<file path="src/hw/rtl/wmif_pkg.sv">
// Shared types and constants for the windowed majority input filter.
`default_nettype none

package wmif_pkg;

    localparam int CH_W   = 16;  // width of every per-channel vector on the ports
    localparam int EXP_W  = 3;   // width of one channel's window exponent
    localparam int FCH_W  = 4;   // width of the force channel select
    localparam int EXPS_W = CH_W * EXP_W;
    localparam int DATA_W = 64;
    localparam int ADDR_W = 5;

    typedef enum logic [1:0] {
        REG_ACTIVE  = 2'd0,
        REG_DISABLE = 2'd1,
        REG_INVERT  = 2'd2,
        REG_WINDOW  = 2'd3
    } reg_idx_t;

    // Per-lane command for one transaction
    typedef struct packed {
        logic             sample;
        logic             force_hit;
        logic             force_value;
        logic             active;
        logic             decide_off;
        logic             invert;
        logic             pin;
        logic [EXP_W-1:0] exponent;
    } lane_cmd_t;

    // Per-lane state after the transaction
    typedef struct packed {
        logic filtered;
        logic ready;
    } lane_stat_t;

    typedef struct packed {
        logic [CH_W-1:0] filtered_values;
        logic [CH_W-1:0] ready_flags;
        logic            all_ready;
    } out_item_t;

endpackage

`default_nettype wire

</file>
<file path="src/hw/rtl/wmif_if.sv">
// Input and output channel interfaces of the windowed majority input filter.
`default_nettype none

interface wmif_in_if;
    logic                          valid;
    logic                          ready;
    logic                          req_type;
    logic [wmif_pkg::CH_W-1:0]     pin_samples;
    logic [wmif_pkg::FCH_W-1:0]    force_channel;
    logic                          force_value;

    modport source (output valid, output req_type, output pin_samples,
                    output force_channel, output force_value, input ready);
    modport sink   (input valid, input req_type, input pin_samples,
                    input force_channel, input force_value, output ready);
endinterface

interface wmif_out_if;
    logic                      valid;
    logic                      ready;
    logic [wmif_pkg::CH_W-1:0] filtered_values;
    logic [wmif_pkg::CH_W-1:0] ready_flags;
    logic                      all_ready;

    modport source (output valid, output filtered_values, output ready_flags,
                    output all_ready, input ready);
    modport sink   (input valid, input filtered_values, input ready_flags,
                    input all_ready, output ready);
endinterface

`default_nettype wire

</file>
<file path="src/hw/rtl/wmif_lane.sv">
// One channel lane: window counters, majority decision, filtered and ready bits.
`default_nettype none

module wmif_lane #(
    parameter int MAX_EXPONENT = 7
) (
    input  wire                       clk,
    input  wire                       rst_n,
    input  wire                       take,
    input  wire wmif_pkg::lane_cmd_t  cmd,
    output wmif_pkg::lane_stat_t      stat
);

    // Counts reach at most the window length 2^MAX_EXPONENT
    localparam int CNT_W = MAX_EXPONENT + 1;

    logic [CNT_W-1:0] sample_cnt_reg, sample_cnt_next;
    logic [CNT_W-1:0] ones_cnt_reg, ones_cnt_next;
    logic             filt_reg, filt_next;
    logic             rdy_reg, rdy_next;

    always_comb
    begin
        logic [wmif_pkg::EXP_W-1:0] exp_sat;
        logic [CNT_W-1:0]           win;
        logic [CNT_W-1:0]           quarter;
        logic [CNT_W-1:0]           s_inc;
        logic [CNT_W-1:0]           o_inc;
        logic                       level;

        sample_cnt_next = sample_cnt_reg;
        ones_cnt_next   = ones_cnt_reg;
        filt_next       = filt_reg;
        rdy_next        = rdy_reg;

        exp_sat = cmd.exponent;
        if (cmd.exponent > wmif_pkg::EXP_W'(MAX_EXPONENT))
        begin
            exp_sat = wmif_pkg::EXP_W'(MAX_EXPONENT);
        end
        win     = CNT_W'(1) << exp_sat;
        quarter = win >> 2;
        level   = cmd.pin ^ cmd.invert;
        s_inc   = sample_cnt_reg + CNT_W'(1);
        o_inc   = ones_cnt_reg + CNT_W'(level);

        if (cmd.force_hit)
        begin
            filt_next = cmd.force_value;
        end
        else if (cmd.sample && cmd.active)
        begin
            sample_cnt_next = s_inc;
            ones_cnt_next   = o_inc;
            if (s_inc >= win)
            begin
                if (o_inc >= win - quarter)
                begin
                    if (!cmd.decide_off)
                    begin
                        filt_next = 1'b1;
                    end
                end
                else if (o_inc <= quarter)
                begin
                    if (!cmd.decide_off)
                    begin
                        filt_next = 1'b0;
                    end
                end
                rdy_next        = 1'b1;
                sample_cnt_next = '0;
                ones_cnt_next   = '0;
            end
        end
    end

    always_ff @(posedge clk or negedge rst_n)
    begin
        if (!rst_n)
        begin
            sample_cnt_reg <= '0;
            ones_cnt_reg   <= '0;
            filt_reg       <= 1'b0;
            rdy_reg        <= 1'b0;
        end
        else if (take)
        begin
            sample_cnt_reg <= sample_cnt_next;
            ones_cnt_reg   <= ones_cnt_next;
            filt_reg       <= filt_next;
            rdy_reg        <= rdy_next;
        end
    end

    assign stat.filtered = filt_next;
    assign stat.ready    = rdy_next;

endmodule

`default_nettype wire

</file>
<file path="src/hw/rtl/wmif_merge.sv">
// Merge of lane results into one result transaction, with a two-entry output buffer.
`default_nettype none

module wmif_merge #(
    parameter int CHANNELS = 16
) (
    input  wire                       clk,
    input  wire                       rst_n,
    input  wire                       take,
    input  wire [CHANNELS-1:0]        act,
    input  wire wmif_pkg::lane_stat_t stat [CHANNELS],
    output logic                      in_ready,
    wmif_out_if.source                out_ch
);

    logic [CHANNELS-1:0]  filt_vec;
    logic [CHANNELS-1:0]  rdy_vec;
    wmif_pkg::out_item_t  item;
    wmif_pkg::out_item_t  main_reg;
    wmif_pkg::out_item_t  skid_reg;
    logic                 main_valid_reg;
    logic                 skid_valid_reg;
    logic                 pop;

    always_comb
    begin
        for (int c = 0; c < CHANNELS; c++)
        begin
            filt_vec[c] = stat[c].filtered;
            rdy_vec[c]  = stat[c].ready;
        end
    end

    assign item.filtered_values = wmif_pkg::CH_W'(filt_vec);
    assign item.ready_flags     = wmif_pkg::CH_W'(rdy_vec);
    assign item.all_ready       = ((act & ~rdy_vec) == '0);

    assign pop      = main_valid_reg && out_ch.ready;
    assign in_ready = !skid_valid_reg;

    always_ff @(posedge clk or negedge rst_n)
    begin
        if (!rst_n)
        begin
            main_valid_reg <= 1'b0;
            skid_valid_reg <= 1'b0;
        end
        else if (pop)
        begin
            if (skid_valid_reg)
            begin
                skid_valid_reg <= 1'b0;
            end
            else if (!take)
            begin
                main_valid_reg <= 1'b0;
            end
        end
        else if (take)
        begin
            if (!main_valid_reg)
            begin
                main_valid_reg <= 1'b1;
            end
            else
            begin
                skid_valid_reg <= 1'b1;
            end
        end
    end

    // Payload: advance skid into main on pop, else load the new transaction
    always_ff @(posedge clk)
    begin
        if (pop)
        begin
            if (skid_valid_reg)
            begin
                main_reg <= skid_reg;
            end
            else if (take)
            begin
                main_reg <= item;
            end
        end
        else if (take)
        begin
            if (!main_valid_reg)
            begin
                main_reg <= item;
            end
            else
            begin
                skid_reg <= item;
            end
        end
    end

    assign out_ch.valid           = main_valid_reg;
    assign out_ch.filtered_values = main_reg.filtered_values;
    assign out_ch.ready_flags     = main_reg.ready_flags;
    assign out_ch.all_ready       = main_reg.all_ready;

endmodule

`default_nettype wire

</file>
<file path="src/hw/rtl/windowed_majority_input_filter.sv">
// Top level of the windowed majority input filter: register file, lanes and merge.
`default_nettype none

// Windowed majority input filter. Every channel has its own lane that counts
// samples and ones over a window of 2^e ticks and sets, clears or holds its
// filtered bit at the end of the window; all lanes update in parallel in the
// cycle a transaction is accepted, so one transaction (sample tick or force)
// is taken every clock while the output buffer has room. Results are held
// in a two-entry output buffer: the input keeps accepting while one result
// waits, and stalls only when both entries are full. The user must write
// the configuration over the APB port at byte address 8*i (active, disable,
// invert, window exponents) only while the block is idle; it is not enforced.
module windowed_majority_input_filter #(
    parameter int CHANNELS     = 16,
    parameter int MAX_EXPONENT = 7
) (
    input  wire                             clk,
    input  wire                             rst_n,
    input  wire                             psel,
    input  wire                             penable,
    input  wire                             pwrite,
    input  wire [wmif_pkg::ADDR_W-1:0]      paddr,
    input  wire [wmif_pkg::DATA_W-1:0]      pwdata,
    output logic [wmif_pkg::DATA_W-1:0]     prdata,
    output logic                            pready,
    wmif_in_if.sink                         in_ch,
    wmif_out_if.source                      out_ch
);

    logic [wmif_pkg::CH_W-1:0]   active_reg;
    logic [wmif_pkg::CH_W-1:0]   disable_reg;
    logic [wmif_pkg::CH_W-1:0]   invert_reg;
    logic [wmif_pkg::EXPS_W-1:0] window_reg;
    wmif_pkg::reg_idx_t          reg_idx;
    logic                        cfg_wr;
    logic                        take;
    logic                        in_ready;
    wmif_pkg::lane_cmd_t         cmd  [CHANNELS];
    wmif_pkg::lane_stat_t        stat [CHANNELS];

    assign pready  = 1'b1;
    assign reg_idx = wmif_pkg::reg_idx_t'(paddr[4:3]);
    assign cfg_wr  = psel && penable && pwrite;

    always_ff @(posedge clk or negedge rst_n)
    begin
        if (!rst_n)
        begin
            active_reg  <= '0;
            disable_reg <= '0;
            invert_reg  <= '0;
            window_reg  <= '0;
        end
        else if (cfg_wr)
        begin
            case (reg_idx)
                wmif_pkg::REG_ACTIVE:  active_reg  <= pwdata[wmif_pkg::CH_W-1:0];
                wmif_pkg::REG_DISABLE: disable_reg <= pwdata[wmif_pkg::CH_W-1:0];
                wmif_pkg::REG_INVERT:  invert_reg  <= pwdata[wmif_pkg::CH_W-1:0];
                wmif_pkg::REG_WINDOW:  window_reg  <= pwdata[wmif_pkg::EXPS_W-1:0];
                default: ;
            endcase
        end
    end

    always_comb
    begin
        case (reg_idx)
            wmif_pkg::REG_ACTIVE:  prdata = wmif_pkg::DATA_W'(active_reg);
            wmif_pkg::REG_DISABLE: prdata = wmif_pkg::DATA_W'(disable_reg);
            wmif_pkg::REG_INVERT:  prdata = wmif_pkg::DATA_W'(invert_reg);
            wmif_pkg::REG_WINDOW:  prdata = wmif_pkg::DATA_W'(window_reg);
            default:               prdata = '0;
        endcase
    end

    assign take        = in_ch.valid && in_ready;
    assign in_ch.ready = in_ready;

    for (genvar c = 0; c < CHANNELS; c++)
    begin : g_lane
        assign cmd[c].sample      = !in_ch.req_type;
        assign cmd[c].force_hit   = in_ch.req_type &&
                                    (in_ch.force_channel == wmif_pkg::FCH_W'(c));
        assign cmd[c].force_value = in_ch.force_value;
        assign cmd[c].active      = active_reg[c];
        assign cmd[c].decide_off  = disable_reg[c];
        assign cmd[c].invert      = invert_reg[c];
        assign cmd[c].pin         = in_ch.pin_samples[c];
        assign cmd[c].exponent    = window_reg[c*wmif_pkg::EXP_W +: wmif_pkg::EXP_W];

        wmif_lane #(
            .MAX_EXPONENT (MAX_EXPONENT)
        ) u_lane (
            .clk   (clk),
            .rst_n (rst_n),
            .take  (take),
            .cmd   (cmd[c]),
            .stat  (stat[c])
        );
    end

    wmif_merge #(
        .CHANNELS (CHANNELS)
    ) u_merge (
        .clk      (clk),
        .rst_n    (rst_n),
        .take     (take),
        .act      (active_reg[CHANNELS-1:0]),
        .stat     (stat),
        .in_ready (in_ready),
        .out_ch   (out_ch)
    );

`ifndef ASSERT_OFF
    // A full buffer always has a result on offer
    assert property (@(posedge clk) disable iff (!rst_n)
        !in_ch.ready |-> out_ch.valid)
        else $error("input stalled with no result on offer");

    // A transaction taken while the head result stalls fills the second entry
    assert property (@(posedge clk) disable iff (!rst_n)
        (in_ch.valid && in_ch.ready && out_ch.valid && !out_ch.ready) |=> !in_ch.ready)
        else $error("output buffer did not fill its second entry");

    // Channels beyond the configured count never report bits
    assert property (@(posedge clk) disable iff (!rst_n)
        out_ch.valid |->
            ((out_ch.filtered_values >> CHANNELS) == '0) &&
            ((out_ch.ready_flags >> CHANNELS) == '0))
        else $error("bits set above the channel count");
`endif

endmodule

`default_nettype wire

</file>
<file path="src/flat_wrapper.sv">
// flat-port wrapper written by rule: the top's interface ports become plain ports
module windowed_majority_input_filter_flat 
#(
    parameter int CHANNELS     = 16,
    parameter int MAX_EXPONENT = 7
)
  (clk, rst_n, psel, penable, pwrite, paddr, pwdata, prdata, pready, in_ch_valid, in_ch_req_type, in_ch_pin_samples, in_ch_force_channel, in_ch_force_value, in_ch_ready, out_ch_valid, out_ch_filtered_values, out_ch_ready_flags, out_ch_all_ready, out_ch_ready);
  wmif_in_if in_ch_i ();
  wmif_out_if out_ch_i ();
  input  wire clk;
  input  wire rst_n;
  input  wire psel;
  input  wire penable;
  input  wire pwrite;
  input  wire [wmif_pkg::ADDR_W-1:0] paddr;
  input  wire [wmif_pkg::DATA_W-1:0] pwdata;
  output logic [wmif_pkg::DATA_W-1:0] prdata;
  output logic pready;
  input wire logic [$bits(in_ch_i.valid)-1:0] in_ch_valid;
  input wire logic [$bits(in_ch_i.req_type)-1:0] in_ch_req_type;
  input wire logic [$bits(in_ch_i.pin_samples)-1:0] in_ch_pin_samples;
  input wire logic [$bits(in_ch_i.force_channel)-1:0] in_ch_force_channel;
  input wire logic [$bits(in_ch_i.force_value)-1:0] in_ch_force_value;
  output wire logic [$bits(in_ch_i.ready)-1:0] in_ch_ready;
  output wire logic [$bits(out_ch_i.valid)-1:0] out_ch_valid;
  output wire logic [$bits(out_ch_i.filtered_values)-1:0] out_ch_filtered_values;
  output wire logic [$bits(out_ch_i.ready_flags)-1:0] out_ch_ready_flags;
  output wire logic [$bits(out_ch_i.all_ready)-1:0] out_ch_all_ready;
  input wire logic [$bits(out_ch_i.ready)-1:0] out_ch_ready;
  assign in_ch_i.valid = in_ch_valid;
  assign in_ch_i.req_type = in_ch_req_type;
  assign in_ch_i.pin_samples = in_ch_pin_samples;
  assign in_ch_i.force_channel = in_ch_force_channel;
  assign in_ch_i.force_value = in_ch_force_value;
  assign in_ch_ready = in_ch_i.ready;
  assign out_ch_valid = out_ch_i.valid;
  assign out_ch_filtered_values = out_ch_i.filtered_values;
  assign out_ch_ready_flags = out_ch_i.ready_flags;
  assign out_ch_all_ready = out_ch_i.all_ready;
  assign out_ch_i.ready = out_ch_ready;
  windowed_majority_input_filter #(.CHANNELS(CHANNELS), .MAX_EXPONENT(MAX_EXPONENT)) u_core (.clk(clk), .rst_n(rst_n), .psel(psel), .penable(penable), .pwrite(pwrite), .paddr(paddr), .pwdata(pwdata), .prdata(prdata), .pready(pready), .in_ch(in_ch_i), .out_ch(out_ch_i));
endmodule
</file>
<file path="config.mk">
export PLATFORM = sky130hd
export DESIGN_NAME = windowed_majority_input_filter_flat
export DESIGN_NICKNAME = d
export VERILOG_FILES = /design/src/hw/rtl/wmif_pkg.sv /design/src/hw/rtl/wmif_if.sv /design/src/hw/rtl/wmif_lane.sv /design/src/hw/rtl/wmif_merge.sv /design/src/hw/rtl/windowed_majority_input_filter.sv /design/src/flat_wrapper.sv
export SDC_FILE = /design/constraint.sdc
export NUM_CORES = 1
export LEC_CHECK = 0
export BUFFER_PORTS_ARGS = -buffer_cell sky130_fd_sc_hd__buf_2
export CORE_MARGIN = 1.5
export CORE_UTILIZATION = 51
export CTS_CLUSTER_SIZE = 12
export DETAILED_ROUTE_END_ITERATION = 7
export HOLD_SLACK_MARGIN = 0.03
export PLACE_DENSITY = 0.69
export SYNTH_ARGS = -nofsm -noshare
export SYNTH_HDL_FRONTEND = slang
export SYNTH_SLANG_ARGS = --single-unit
export TNS_END_PERCENT = 100
</file>
<file path="constraint.sdc">
create_clock -name clk -period 12 [get_ports clk]
set_clock_uncertainty 0.15 [all_clocks]
set_input_delay 2.4 -clock clk [delete_from_list [all_inputs] [get_ports clk]]
set_output_delay 2.4 -clock clk [all_outputs]
set_load 0.05 [all_outputs]
</file>
# Word-level counts from Yosys, hierarchy flattened
# Cells that the tools add are included.
dict set report classes {
  addsub 48
  n_lt_le_gt_ge 64
  eq_ne 21
  n_shift 16
  mux 221
  bitwise_logic 35
  reduce_logical 68
}
# op n
set op_table {}
lappend op_table {{greater-or-equal comparator 8 bit} 32}
lappend op_table {{two-way mux 8 bit} 32}
lappend op_table {{one-hot mux 64 bit (4 select lines)} 1}
lappend op_table {{two-way mux 1 bit} 167}
lappend op_table {{two-way mux 33 bit} 5}
lappend op_table {{adder 8 x 1 -> 8 bit} 16}
lappend op_table {{adder 8 x 1 -> 8 bit (second input constant)} 16}
lappend op_table {{<= comparator 8 x 6 -> 1 bit} 16}
lappend op_table {{<< shifter 1 x 3 -> 8 bit (first input constant)} 16}
lappend op_table {{subtractor 8 x 6 -> 8 bit} 16}
lappend op_table {{AND reduction 3 bit} 19}
lappend op_table {{> comparator 3 bit (second input constant)} 16}
lappend op_table {{two-way mux 3 bit} 16}
lappend op_table {{logical AND 1 bit} 36}
lappend op_table {{equality test 4 bit (second input constant)} 8}
lappend op_table {{inverter 1 bit} 17}
lappend op_table {{bitwise AND 16 bit} 1}
lappend op_table {{equality test 4 x 3 -> 1 bit (second input constant)} 4}
lappend op_table {{logical NOT 16 bit} 1}
lappend op_table {{inverter 16 bit} 1}
lappend op_table {{bitwise XOR 1 bit} 16}
lappend op_table {{AND reduction 2 bit} 5}
lappend op_table {{equality test 4 x 2 -> 1 bit (second input constant)} 2}
lappend op_table {{nonzero test 2 bit} 3}
lappend op_table {{other kinds (8)} 11}
dict set report word_totals {
  reg_bits 452
  in_bits 98
  out_inout_bits 100
  elab_cells 549
}

# Logic depth before layout (Yosys ltp)
# Gate-level depths: netlist (run 1).
dict set report depth {
  ltp_word 13
  depth_mapped 20
  depth_no_buf 19
}

# Hierarchy
# A second synthesis (run 1) with hierarchy kept.
dict set report unflattened {
  cells_unflattened 3846
  hier_area_um2 35129.9
}
# module instances cells_per_inst area_per_inst_um2 seq_area_each_um2
set modules_own_cells {}
lappend modules_own_cells {{wmif_lane (u_core.g_lane[0].u_lane ...)} 15 213 1740.4 450.4}
lappend modules_own_cells {windowed_majority_input_filter 1 311 4509.3 2402.3}
lappend modules_own_cells {wmif_merge 1 135 2750.1 2031.9}
lappend modules_own_cells {{wmif_lane (u_core.g_lane[9].u_lane)} 1 205 1764.2 450.4}

# Worst setup path after synthesis (run 1)
# Ideal clock, no wire load.
dict set report synth_path {
  kind {input -> output}
  from {input port paddr[3] in the netlist's numbering}
  to {output port prdata[16] in the netlist's numbering}
  arrival_ps 3802
  t_required_ps 9450
  setup_slack_ps 5648
  path_stages 4
  n_path_buf 3
  cell_sequence {buf_2 > clkbuf_1 > clkbuf_1 > and3_1}
}
dict set report synth_via {
  elab_chain_len 2
  elab_cells_between_ends 5
  cone_classes {eq/ne: 3; mux: 1; reduce/logical: 1}
}
# element line
set synth_lines {}
lappend synth_lines {{from (decl)} flat_wrapper.sv:15} ;# input wire [wmif_pkg::ADDR_W-1:0] paddr;
lappend synth_lines {{equality test 2 bit (tied with other cells)} windowed_majority_input_filter.sv:68} ;# case (reg_idx)
lappend synth_lines {{one-hot mux 64 bit (4 select lines) *} windowed_majority_input_filter.sv:68}
lappend synth_lines {{to (decl)} flat_wrapper.sv:17} ;# output logic [wmif_pkg::DATA_W-1:0] prdata;
# Every way passes the cells marked *; elsewhere a longest branch is shown, timed or not. The select of a mux whose other input is x is not followed.

# Final worst setup path (run 1)
dict set report layout_path {
  from {input port paddr[4] in the netlist's numbering}
  to {output port prdata[12] in the netlist's numbering}
}
# The elaborated chain is that of the path after synthesis.

==> results of run 1 <==
final timing paths:
path,startpoint,endpoint,slack (ns),cells after the start
max,paddr[4],prdata[12],5.08,4
min,u_core.g_lane[4].u_lane.rdy_reg,u_core.g_lane[4].u_lane.rdy_reg,0.33,1
max reg2reg,u_core.window_reg[16],u_core.u_merge.out_ch.filtered_values[5],7.67,17
min reg2reg,u_core.g_lane[4].u_lane.rdy_reg,u_core.g_lane[4].u_lane.rdy_reg,0.33,1
max in group asynchronous,rst_n,u_core.window_reg[22],7.82,3
min in group asynchronous,rst_n,u_core.g_lane[6].u_lane.sample_cnt_reg[0],1.68,1
cell usage after synthesis, types with 15 or more instances:
| cell type | count | area, um2 |
|---|---|---|
| and2_1 | 24 | 150.1 |
| o22ai_1 | 15 | 93.84 |
| nand3_1 | 242 | 1211 |
| mux4_2 | 16 | 360.4 |
| nor2b_1 | 54 | 337.8 |
| nand2_1 | 521 | 1956 |
| a31oi_1 | 28 | 175.2 |
| a21o_1 | 67 | 503.0 |
| xor2_1 | 113 | 989.7 |
| nor3_1 | 41 | 205.2 |
| a21oi_1 | 98 | 490.5 |
| edfxtp_1 | 66 | 1982 |
| nor2_1 | 182 | 683.2 |
| buf_4 | 17 | 127.6 |
| o31ai_1 | 83 | 623.1 |
| or3b_2 | 17 | 148.9 |
| xnor2_1 | 128 | 1121 |
| or2_2 | 19 | 118.9 |
| nand3b_1 | 21 | 157.7 |
| dfrtp_1 | 386 | 9659 |
| and3_1 | 100 | 625.6 |
| o21ai_0 | 339 | 1697 |
| inv_1 | 179 | 671.9 |
| mux2_2 | 117 | 1318 |
| ha_1 | 455 | 5693 |
| or3_1 | 15 | 93.84 |
| o21a_1 | 21 | 157.7 |
| o21ai_1 | 41 | 205.2 |
| o21bai_1 | 23 | 172.7 |
| nand2b_1 | 56 | 350.3 |
| clkbuf_1 | 140 | 525.5 |
metal layers:
| metal | vias up | track usage, % |
|---|---|---|
| met2 | 718 | 41.40 |
| li1 | 13919 | - |
| met3 | 145 | 4.114 |
| met4 | 6 | 8.092 |
| met1 | 13564 | 37.32 |
| met5 | - | 0 |
power by group:
part	leakage [nW]	internal, mW	switching [mW]
registers	5.66	1.87	0.389
clock network	0.854	0.943	0.687
logic	11.4	1.34	2.15
total	17.9	4.16	3.23
logic make-up (layout without fill, tap and decap cells):
group,count (synthesis),after routing,synth area share (%)
XOR/XNOR,241,241,6.141
other,2,19,0.02185
AO/OA/AOI/OAI,843,843,15.42
buffers and inverters,349,462,4.033
flip-flops,452,452,33.87
adder cells (fa/ha/maj),457,457,16.68
AND/OR/NAND/NOR,1352,1352,18.89
multiplexers,135,135,4.940
worst max-delay path, cell delays in order:
cell	delay, ns
buf_2	0.53
buf_4	0.53
mux4_2	0.61
buf_2	0.24
through the flow:
stage / util [%] / instance area, um2
after floorplan: - / 34430
after global placement: 54.11 / 35830
after detailed placement: 54.11 / 35830
after CTS: 56.72 / 37560
after global routing: 56.72 / 37560
final: 56.73 / 37560
area by class of cell:
class                           instances  share of cell area (%)
Antenna cell                            2                 0.01332
Clock buffer                           75                   4.024
Clock inverter                         25                  0.5796
Inverter                              180                   1.799
Multi-Input combinational cell       3045                   57.08
Sequential cell                       452                   30.99
Tap cell                              864                   2.878
Timing Repair Buffer                  182                   2.631
==> qor.yml, run 1 <==
critical_path:
  endpoint_kind: "output port"
  required_ns: 9.45
  critPathKind: "primary input to output port"
  cp.arrival_ns: 4.37
  crit_path_start_kind: "primary input"
  crit_fanout: 30
placed_design:
  gp_congestion: 0.8976
  place_hpwl_mm: 65.87
  place_inst: 4723
  portBuffers: 161
  dp_slack_ns: 5.057
global_routing:
  antenna_found_initial: 6
  globalRouteOverflowTotal: 0
  grt_start_max_net_pins: 164
  grt_pass1_wl_mm: 146.1
  grt_pass1_vias: 26704
  track_usage_pct: 26.36
sta:
  drv_slew: 0
  finalWorstSetupSlack_ns: 5.083
  hold_violations: 0
  slew_headroom_pct: 18.38
  rsz0062_at_grt: "false"
  layout_min_cycle_time_ns: 6.917
  clock.fmax_mhz: 144.6
  holdWs_ns: 0.3294
  tightest_slew_ns: 1.220
  finalCritPeriodShare_pct: 57.64
  finalSetupViolations: 0
  tns_ns: 0
final_layout:
  multi_input_area_mm2: 0.02144
  seq_area_mm2: 0.01164
  final_cell_mix: "nand2_1 (521), ha_1 (455), dfrtp_1 (386), o21ai_0 (339), nand3_1 (241)"
  final_common_cell: "nand2_1"
  final_cells: 4825
  layout.nets: 4469
  syn_to_final_growth_pct: 9.286
  drive_gt1_share_pct: 11.72
  nFillCells: 5956
floorplan:
  fp.dieW_um: 262.6
  core_area_mm2: 0.06622
  row_count: 94
  die-area_mm2: 0.06896
  die_y_um: 262.6
  initial_core_util_pct: 51.91
  ios: 198
cts:
  cts_buffer_depth: 3
  post_cts_resize_count: 0
  cts_num_sinks: 452
  clk_pin_slew_ns: 0.06
  cts_setup_buffers: 0
  cts_tree: "yes"
  cts_hold_buf: 0
  clock-root-buffer: "clkbuf_16"
  htree_levels: 2
  cts_buffers: 53
  insertion_delay_ns: 0.61
power_and_ir_drop:
  peakVddDrop_uv: 113.9
  p_leak_nw: 17.89
  p_per_area_mw_per_mm2: 196.7
  finalPower_mw: 7.390
synth:
  synth-edff-count: 66
  postSynthAreaPerCell_um2: 8.972
  synth_cell_types: 94
  synth_warnings: 0
  ys_seq_area_share_pct: 33.87
  synth_flop_cell: "dfrtp_1"
  ys_ff_latch: 452
  synthArstFlopShare_pct: 85.40
  synth_area_mm2: 0.03437
  synthesis.instances: 3831
routing:
  via_count: 28352
  wirelength_mm: 91.52
  met3_length_mm: 5.961
  wl_met2_mm: 40.94
  wl_met1_mm: 42.04
  drc: 0
  first_iter_violations: 2244
  topRoutingLayerUsed: "met5"
  avgViaCountPerCell: 5.876
  drtPass1Iterations: 7
  drt-wirelength-per-cell_um: 18.97
  antenna_left: 0
run:
  drv_cap: 0
hold_path:
  hold_path.class: "flip-flop to flip-flop"
outcome:
  status: "finished, final reports clean"
Power figures use the tool's default switching activity.
==> run 2: changes to the inputs <==
--- a/config.mk
+++ b/config.mk
@@ -11,7 +11,7 @@
 export CTS_CLUSTER_SIZE = 12
 export DETAILED_ROUTE_END_ITERATION = 7
 export HOLD_SLACK_MARGIN = 0.03
-export PLACE_DENSITY = 0.69
+export PLACE_DENSITY = 0.71
 export SYNTH_ARGS = -nofsm -noshare
 export SYNTH_HDL_FRONTEND = slang
 export SYNTH_SLANG_ARGS = --single-unit
==> constraint.sdc (replaced) <==
create_clock -name clk -period 5.67 [get_ports clk]
set_clock_uncertainty 0.15 [all_clocks]
set_input_delay 1.134 -clock clk [delete_from_list [all_inputs] [get_ports clk]]
set_output_delay 1.134 -clock clk [all_outputs]
set_load 0.05 [all_outputs]
==> qor.yml, run 2 (synthesis results as in run 1) <==
run:
  drv_cap: 0
cts:
  insertion_delay_ns: 0.65
  cts_hold_buf: 0
  cts_buffers: 53
  cts_num_sinks: 452
  cts_setup_buffers: 0
  htree_levels: 2
  clk_pin_slew_ns: 0.07
  cts_buffer_depth: 3
  post_cts_resize_count: 0
  clock-root-buffer: "clkbuf_16"
  cts_tree: "yes"
routing:
  drtPass1Iterations: 8
  avgViaCountPerCell: 5.912
  wirelength_mm: 91.53
  antenna_left: 0
  first_iter_violations: 2438
  drt-wirelength-per-cell_um: 18.90
  drc: 0
  via_count: 28637
floorplan:
  ios: 198
  die_y_um: 262.6
  die-area_mm2: 0.06896
  fp.dieW_um: 262.6
  row_count: 94
  core_area_mm2: 0.06622
  initial_core_util_pct: 51.91
placed_design:
  dp_slack_ns: 0.8728
  place_inst: 4742
  portBuffers: 161
  gp_congestion: 0.9148
  place_hpwl_mm: 67.29
power_and_ir_drop:
  pwr-share-seq_pct: 29.6
  p_comb_share_pct: 45.9
  p_switching_mw: 6.903
  power.share.switching_pct: 42.73
  pwr-share-clk_pct: 24.5
  peakVddDrop_uv: 249.3
  p_per_area_mw_per_mm2: 424.6
  p_leak_nw: 18.13
  finalPower_mw: 16.15
  intPower_mw: 9.250
sta:
  rsz0062_at_grt: "false"
  finalWorstSetupSlack_ns: 1.207
  finalCritPeriodShare_pct: 78.72
  finalSetupViolations: 0
  tns_ns: 0
  tightest_slew_ns: 1.416
  slew_headroom_pct: 5.245
  drv_slew: 0
  layout_min_cycle_time_ns: 4.463
  clock.fmax_mhz: 224.0
  hold_violations: 0
final_layout:
  syn_to_final_growth_pct: 10.69
  layout.nets: 4488
  final_util_pct: 57.46
  final_common_cell: "nand2_1"
  final_cell_mix: "nand2_1 (521), ha_1 (455), dfrtp_1 (386), o21ai_0 (339), nand3_1 (241)"
  final_cells: 4844
  drive_gt1_share_pct: 12.34
global_routing:
  grt_start_max_net_pins: 78
  globalRouteOverflowTotal: 0
  grt_pass1_wl_mm: 146.8
  antenna_found_initial: 8
  grt_pass1_vias: 27021
  track_usage_pct: 26.27
critical_path:
  endpoint_kind: "flip-flop"
  crit_path_start_kind: "flip-flop"
  critPathKind: "flip-flop to flip-flop"
  rrSetupSlack_ns: 1.21
  crit_fanout: 6
  r2r_cells: 12
  required_ns: 6.03
  cp.arrival_ns: 4.82
  rr_endpoint: "u_core.u_merge.skid_reg[0]"
  r2r-start: "u_core.g_lane[0].u_lane.sample_cnt_reg[0]"
outcome:
  status: "finished, final reports clean"
hold_path:
  hold_path.class: "primary input to async pin"
==> run 2: final cells by class <==
type	instances	area (um2)
Multi-Input combinational cell	3045	21440
Sequential cell	452	11640
Clock inverter	28	513.0
Tap cell	864	1081
Antenna cell	2	5.005
Fill cell	5867	28170
Inverter	180	675.6
Clock buffer	72	1518
Timing Repair Buffer	201	1169
==> run 2: metrics by stage <==
step	cell area (um2)	hold slack, ns
3_5_place_dp	36010	0.3107
6_report	38050	0.3148
3_3_place_gp	36010	0.3059
2_1_floorplan	34430	0.2924
5_1_grt	38040	0.3495
4_1_cts	38040	0.3240
==> run 2: how the worst max path moves through the flow <==
| stage | from | end | slack [ns] | cells past startpoint |
|---|---|---|---|---|
| finish | u_core.g_lane[0].u_lane.sample_cnt_reg[0] | u_core.u_merge.skid_reg[0] | 1.21 | 12 |
| global route | u_core.window_reg[15] | u_core.u_merge.out_ch.filtered_values[5] | 1.13 | 17 |
| CTS | u_core.g_lane[0].u_lane.sample_cnt_reg[0] | u_core.u_merge.skid_reg[0] | 1.32 | 12 |
| detailed placement | in_ch_pin_samples[15] | u_core.u_merge.out_ch.filtered_values[15] | 0.87 | 14 |
| global placement | in_ch_pin_samples[15] | u_core.u_merge.out_ch.filtered_values[15] | 0.93 | 14 |
| floorplan | in_ch_valid | u_core.u_merge.skid_reg[0] | 1.12 | 5 |
==> run 2: power by group through the flow <==
stage	clock, mW	combinational (mW)	sequential (mW)
after floorplan	0	5.45	4.65
final	3.95	7.41	4.79
after global placement	0	7.18	4.80
after detailed placement	0	7.34	4.82
after CTS	4.00	7.40	4.76
after global routing	4.15	8.28	4.88
==> run 2: per-layer routing <==
metal  part of all wire [%]  GRT usage (%)
met3                    6.2          3.561
met1                     46          37.04
met2                     45          42.19
met5                  0.086              0
met4                    2.4          7.322
==> run 2: worst max-delay path, stage by stage, from the launching register on <==
cell and delay [ns]:
dfrtp_1 0.44, and3_1 0.22, and3_1 0.19, and3_1 0.20, xor2_1 0.16, ha_1 0.34, nor2_1 0.06, o21ai_0 0.53
o311ai_0 0.33, nor4_1 0.70, o2111ai_1 0.28, a311oi_1 0.50, and3_1 0.25
